### src/sv/complex_arithmetic_unit_defines.svh
// Assertion macros for the complex arithmetic unit.
`ifndef COMPLEX_ARITHMETIC_UNIT_DEFINES_SVH
`define COMPLEX_ARITHMETIC_UNIT_DEFINES_SVH
`ifndef SYNTH
// same-cycle implication, checked outside reset
`define CAU_ASSERT_IMPL(label, ante, cons) \
  label: assert property (@(posedge clk) disable iff (!rst_n) (ante) |-> (cons)) \
    else $error("complex arithmetic unit check failed");
// next-cycle implication, checked outside reset
`define CAU_ASSERT_NEXT(label, ante, cons) \
  label: assert property (@(posedge clk) disable iff (!rst_n) (ante) |=> (cons)) \
    else $error("complex arithmetic unit check failed");
`else
`define CAU_ASSERT_IMPL(label, ante, cons)
`define CAU_ASSERT_NEXT(label, ante, cons)
`endif
`endif

### src/sv/cau_pkg.sv
// Shared types and constants of the complex arithmetic unit.
`default_nettype none
package cau_pkg;
  localparam int DATA_WIDTH = 16;
  localparam int FRAC_BITS  = 8;
  localparam int MAG_W      = 2 * DATA_WIDTH;
  localparam int SUM_W      = 2 * DATA_WIDTH + 1;
  localparam int REM_W      = 3 * DATA_WIDTH;
  localparam int DIV_LAT    = DATA_WIDTH + 1;
  localparam int QDEPTH     = 4;
  localparam int QAW        = $clog2(QDEPTH);

  typedef enum logic [1:0] {OP_ADD, OP_SUB, OP_MUL, OP_DIV} op_t;

  typedef struct packed {
    op_t                           op;
    logic signed [DATA_WIDTH-1:0]  a_re;
    logic signed [DATA_WIDTH-1:0]  a_im;
    logic signed [DATA_WIDTH-1:0]  b_re;
    logic signed [DATA_WIDTH-1:0]  b_im;
    logic                          dbz;
  } item_t;

  typedef struct packed {
    logic  vld;
    item_t item;
  } qhead_t;
endpackage
`default_nettype wire

### src/sv/cau_front.sv
// Front end: accepts words, flags a zero divisor and queues them for the back end.
`default_nettype none
module cau_front (
  input  wire logic                             clk,
  input  wire logic                             rst_n,
  input  wire logic                             in_valid,
  output logic                                  in_stall,
  input  wire logic [1:0]                       in_op,
  input  wire logic signed [cau_pkg::DATA_WIDTH-1:0] in_a_re,
  input  wire logic signed [cau_pkg::DATA_WIDTH-1:0] in_a_im,
  input  wire logic signed [cau_pkg::DATA_WIDTH-1:0] in_b_re,
  input  wire logic signed [cau_pkg::DATA_WIDTH-1:0] in_b_im,
  input  wire logic                             pop,
  output cau_pkg::qhead_t                       head
);
  import cau_pkg::*;

  item_t          q_r [QDEPTH];
  logic [QAW-1:0] wp_r, rp_r;
  logic [QAW:0]   cnt_r;
  logic           push, pop_ok;
  item_t          cls;

  // classify the incoming word
  always_comb begin
    cls.op   = op_t'(in_op);
    cls.a_re = in_a_re;
    cls.a_im = in_a_im;
    cls.b_re = in_b_re;
    cls.b_im = in_b_im;
    cls.dbz  = (op_t'(in_op) == OP_DIV) && (in_b_re == '0) && (in_b_im == '0);
  end

  assign in_stall = (cnt_r == (QAW+1)'(QDEPTH));
  assign push     = in_valid && !in_stall;
  assign pop_ok   = pop && (cnt_r != '0);
  assign head.vld  = (cnt_r != '0);
  assign head.item = q_r[rp_r];

  // store the word
  always_ff @(posedge clk) begin
    if (push) begin
      q_r[wp_r] <= cls;
    end
  end

  // advance pointers and fill count
  always_ff @(posedge clk) begin
    if (!rst_n) begin
      wp_r  <= '0;
      rp_r  <= '0;
      cnt_r <= '0;
    end else begin
      if (push)   wp_r <= wp_r + 1'b1;
      if (pop_ok) rp_r <= rp_r + 1'b1;
      cnt_r <= cnt_r + (QAW+1)'(push) - (QAW+1)'(pop_ok);
    end
  end
endmodule
`default_nettype wire

### config.mk
export PLATFORM = sky130hd
export DESIGN_NAME = cau_front
export DESIGN_NICKNAME = d
export VERILOG_FILES = /design/src/sv/complex_arithmetic_unit_defines.svh /design/src/sv/cau_pkg.sv /design/src/sv/cau_front.sv
export SDC_FILE = /design/constraint.sdc
export NUM_CORES = 1
export LEC_CHECK = 0
export BUFFER_PORTS_ARGS = -buffer_cell sky130_fd_sc_hd__buf_4
export CAP_MARGIN = 20
export CELL_PAD_IN_SITES_DETAIL_PLACEMENT = 1
export CELL_PAD_IN_SITES_GLOBAL_PLACEMENT = 1
export CORE_MARGIN = 2
export CORE_UTILIZATION = 50
export DETAILED_ROUTE_END_ITERATION = 8
export MAX_ROUTING_LAYER = met4
export PLACE_DENSITY = 0.87
export SKIP_LAST_GASP = 1
export SYNTH_ARGS = -nofsm -noshare
export SYNTH_HDL_FRONTEND = slang
export SYNTH_SLANG_ARGS = --single-unit
### constraint.sdc
create_clock -name clk -period 8.3 [get_ports clk]
set_input_delay 0 -clock clk [delete_from_list [all_inputs] [get_ports clk]]
set_output_delay 0 -clock clk [all_outputs]
set_load 0.01 [all_outputs]
; After elaboration in Yosys (flattened, before gate mapping)
; Memory sizes are Yosys's and may differ from the RTL's. A register that Yosys moved wholly into a read port is not among the register bits.
; Cells that the tools add are included.
[op_classes]
addsub = 4
n_eq_ne = 2
n_mux = 4
n_reduce_logical = 8
[op_table]
columns = operator, count
row1 = $logic_not 16->1, 2
row2 = $add 2x1->2 const B, 2
row3 = $logic_and 1x1->1, 4
row4 = $mux 2, 2
row5 = $add 3x1->3, 1
row6 = $eq 3x3->1 const B, 1
row7 = $reduce_bool 3->1, 1
row8 = $sub 3x1->3, 1
row9 = $eq 2x2->1 const B, 1
row10 = $mux 1, 2
row11 = $logic_not 1->1, 1
[totals]
ff_bits = 7
ramBits = 268
mem_count = 1
[mem_list]
columns = memory, words, word_bits, read_ports, rd_ports_with_merged_regs, write_ports, line
row1 = q_r, 4, 67, 1, 1, 1, cau_front.sv:18  ; item_t q_r [QDEPTH];

; Logic depth before layout (Yosys ltp)
[logic_depth]
word_depth = 5
depth_mapped = 13
mapped_depth_nobuf = 12

; Worst setup path before layout
; Ideal clock, no wire load.
[synth_path]
path_kind = register -> register
start = register cnt_r[1]
end = memory q_r[0][0] (netlist bit), enable pin
path_slack_ns = 5.562
synth_period_minus_slack_ns = 2.738
t_arrival_ns = 2.306
stages_incl_launch_ff = 4
required_time_ns = 7.867
cell_sequence = dfxtp_1 > or3b_1 > buf_2 > and3_1
[synth_via]
elab_chain_len = 5
[synth_rtl]
columns = item, line
row1 = from (decl), cau_front.sv:20  ; logic [QAW:0] cnt_r;
row2 = from (signal assigned), cau_front.sv:56  ; cnt_r <= cnt_r + (QAW+1)'(push) - (QAW+1)'(pop_ok);
row3 = $eq 3x3->1, cau_front.sv:34  ; assign in_stall = (cnt_r == (QAW+1)'(QDEPTH));
row4 = $logic_not 1->1, cau_front.sv:35  ; assign push = in_valid && !in_stall;
row5 = $logic_and 1x1->1, cau_front.sv:35
row6 = $mux 1, cau_front.sv:42  ; if (push) begin
row7 = $mux 1 (implied by the code), cau_front.sv:43  ; q_r[wp_r] <= cls;
row8 = to (decl), cau_front.sv:18
; No other way between the ends.

==> out/metrics.yaml <==
logic_synthesis:
  netlist.area_leader.share_pct: 78.6
  yosys_most_used_dff: "edfxtp_1"
  syn-num-nets: 492
  synth-edff-count: 268
  synth_compound_area_share_pct: 0.366
  synth_seq_cells: 277
  synthCells: 415
  synth_cell_types: 28
  synth_mux_area_share_pct: 14.7
  async_flop_share_pct: 0
  ys_seq_area_share_pct: 80.3
  synth_top_family_by_area: "multiplexers"
  synth-xor-area-share_pct: 0.257
  synth_top_cell_by_area: "edfxtp_1"
  synth-adder-area-share_pct: 0.928
  yosys_warnings: 0
  synthSimpleGateAreaFrac_pct: 1.62
  synthTopCellsByArea: "edfxtp_1, mux4_2, dfxtp_1"
  syn_area_per_cell_um2: 24.7
  netlist_area_mm2: 0.0102
timing:
  fin_tns_setup_ns: 0
  drv_slew: 0
  slew_headroom_pct: 28.0
  fin_crit_sh_pct: 34.2
  hold_violations: 0
  rsz0062_at_grt: "false"
  timing.hold.ws_ns: 0.225
  max_freq_mhz: 352
  setup_violations: 0
  fin_worst_skew_ns: 0.0129
  post-route-min-period_ns: 2.84
  setup_slack_ns: 5.46
  worstMarginPinSlew_ns: 1.08
critical_path:
  path_class: "reg -> out"
  required_ns: 8.30
  cp-start-kind: "register"
  end_kind: "primary output"
  cp_common_cell: "buf_4"
  path_cells: "buf_4 > mux4_2 > buf_4"
  crit_arrival_ns: 2.84
  path_max_fanout: 39
  slowest_delay_ns: 0.88
  slowest_stage: "dfxtp_4"
cts:
  cts_tree: "built"
  cts_setup_buffers: 0
  cts_buffers: 28
  cts_max_level: 1
  clk_pin_slew_ns: 0.06
  cts-root-buf: "clkbuf_16"
  cts_buffer_depth: 3
  clk_latency_ns: 0.53
  clkSinkCount: 277
final_layout:
  syn2layout_area_growth_pct: 27.3
  diodes: 0
  fill_cells: 1663
  stdcell_area_mm2: 0.0130
  final_cells: 929
  layout-drive-gt1-share_pct: 37.9
  nets: 714
placed_design:
  post-place-ws_ns: 5.72
  numPortBuffers: 138
  placed_area_mm2: 0.0115
  dp_hpwl_um: 12200
  place_congestion: 0.704
  dp_cells: 808
floorplanning:
  core_mm2: 0.0202
  dieWidth_um: 147
  initial_core_util_pct: 50.8
  die_area_mm2: 0.0216
  die_height_um: 147
  io_pins: 139
  rows: 52
grt:
  grt_first_pass_wirelength_um: 34100
  grtUsageMet1_pct: 28.0
  antenna_found_initial: 0
  gr-usage-met3_pct: 3.94
  grt_usage_pct: 21.3
  grt_pass1_vias: 5737
  use_met2_pct: 35.2
  grt_max_degree: 68
  top_usage_layer: "met2"
  grt_overflow_total: 0
pwr:
  cellPowerDensity_mw_per_mm2: 297
  p_leak_nw: 4.42
  irDropWorstVdd_mv: 0.274
min_path:
  worstHoldPathType: "in -> reg"
drt:
  drt_first_pass_iters: 4
  wl_um: 22000
  wl_per_cell_um: 23.6
  num_vias: 5090
  ant_nets: 0
  drt-initial-drc-count: 256
  drc: 0
  viasPerCell: 5.48
flow_run:
  cap_violations: 0
outcome:
  status: "finished, final reports clean"
==> area by class of cell <==
| type | instances | area (um2) | share of cell area [%] |
|---|---|---|---|
| timing repair buffer | 208 | 1730 | 13.3 |
| clock inverter | 16 | 95.1 | 0.729 |
| tap | 270 | 338 | 2.59 |
| multi-input combinational | 114 | 1850 | 14.2 |
| clock buffer | 36 | 752 | 5.77 |
| sequential | 277 | 8240 | 63.2 |
| inverter | 8 | 31.3 | 0.240 |
==> power breakdown <==
group	switching [W]	total [W]	leakage (nW)	internal, W
sequential	0.000119	0.00182	2.53	0.00170
combinational	0.000405	0.000893	1.47	0.000488
clock	0.000495	0.00116	0.420	0.000666
total	0.00102	0.00387	4.42	0.00285
==> logic make-up after synthesis <==
logic type / Yosys count
simple gates: 31
fa+ha+maj: 7
compound gates: 6
flops: 277
xor+xnor: 3
mux: 67
buf+inv: 24
==> flip-flops by register name, summed over array words and instances (netlist names), named ones only <==
| signal | count |
|---|---|
| cnt_r | 3 |
| q_r | 268 |
| wp_r | 2 |
| rp_r | 2 |
==> per-layer routing <==
layer  share of wire (%)  vias up
li1                    -     2215
met1                  41     2663
met2                  51      171
met3                 5.7       41
met4                 1.7        0
met5                   0        -
==> layout by cell type, fill, tap and decap left out <==
master / count
nor4_1: 8
nand3_1: 3
ha_1: 6
clkbuf_1: 7
and3_4: 4
and2_1: 2
buf_4: 139
nor2_1: 8
a21oi_1: 2
o311ai_0: 1
o21ai_0: 2
clkinv_1: 8
dfxtp_1: 7
edfxtp_1: 268
nand2_1: 2
or3_1: 1
dfxtp_4: 2
nor3_1: 1
mux4_2: 67
nand4_1: 1
clkbuf_16: 29
xnor2_1: 1
xor2_1: 2
fa_1: 1
or3b_1: 1
o31a_1: 1
clkinv_2: 8
dlygate4sd3_1: 69
inv_1: 7
bufinv_16: 1
==> stage by stage <==
step / util, % / power [W]
finish: 64.7 / 0.00387
global route: 64.7 / 0.00403
CTS: 64.7 / 0.00390
detailed placement: 57.0 / 0.00272
global placement: 57.0 / 0.00267
floorplan: - / 0.00234
==> cells in the mapped netlist, types with 4 or more instances <==
library cell / instances
buf_12: 4
ha_1: 6
dfxtp_1: 9
nor2_1: 8
and3_1: 4
edfxtp_1: 268
mux4_2: 67
inv_1: 7
buf_2: 5
nor4_1: 8
==> worst max-delay path: cells and delay by family (launching register included) <==
family   cells  cell delay (ns)
buf+inv      2             0.79
flops        1             0.88
mux          1             0.61
==> timing repair <==
| action | CTS | global route |
|---|---|---|
| hold buffers | 69 | 0 |
| gates resized for setup | 0 | 0 |
| endpoints found under the hold margin | 277 | 0 |
==> final timing paths <==
path	startpoint	endpoint	slack [ns]	depth (start not counted)
max	register	head[65]	5.46	3
min	in_a_im[7]	q_r[0][40]	0.22	2
max reg2reg	cnt_r[1]	cnt_r[2]	5.68	12
min reg2reg	wp_r[1]	wp_r[1]	0.53	2
No activity file was read; power rests on OpenSTA's default activity.
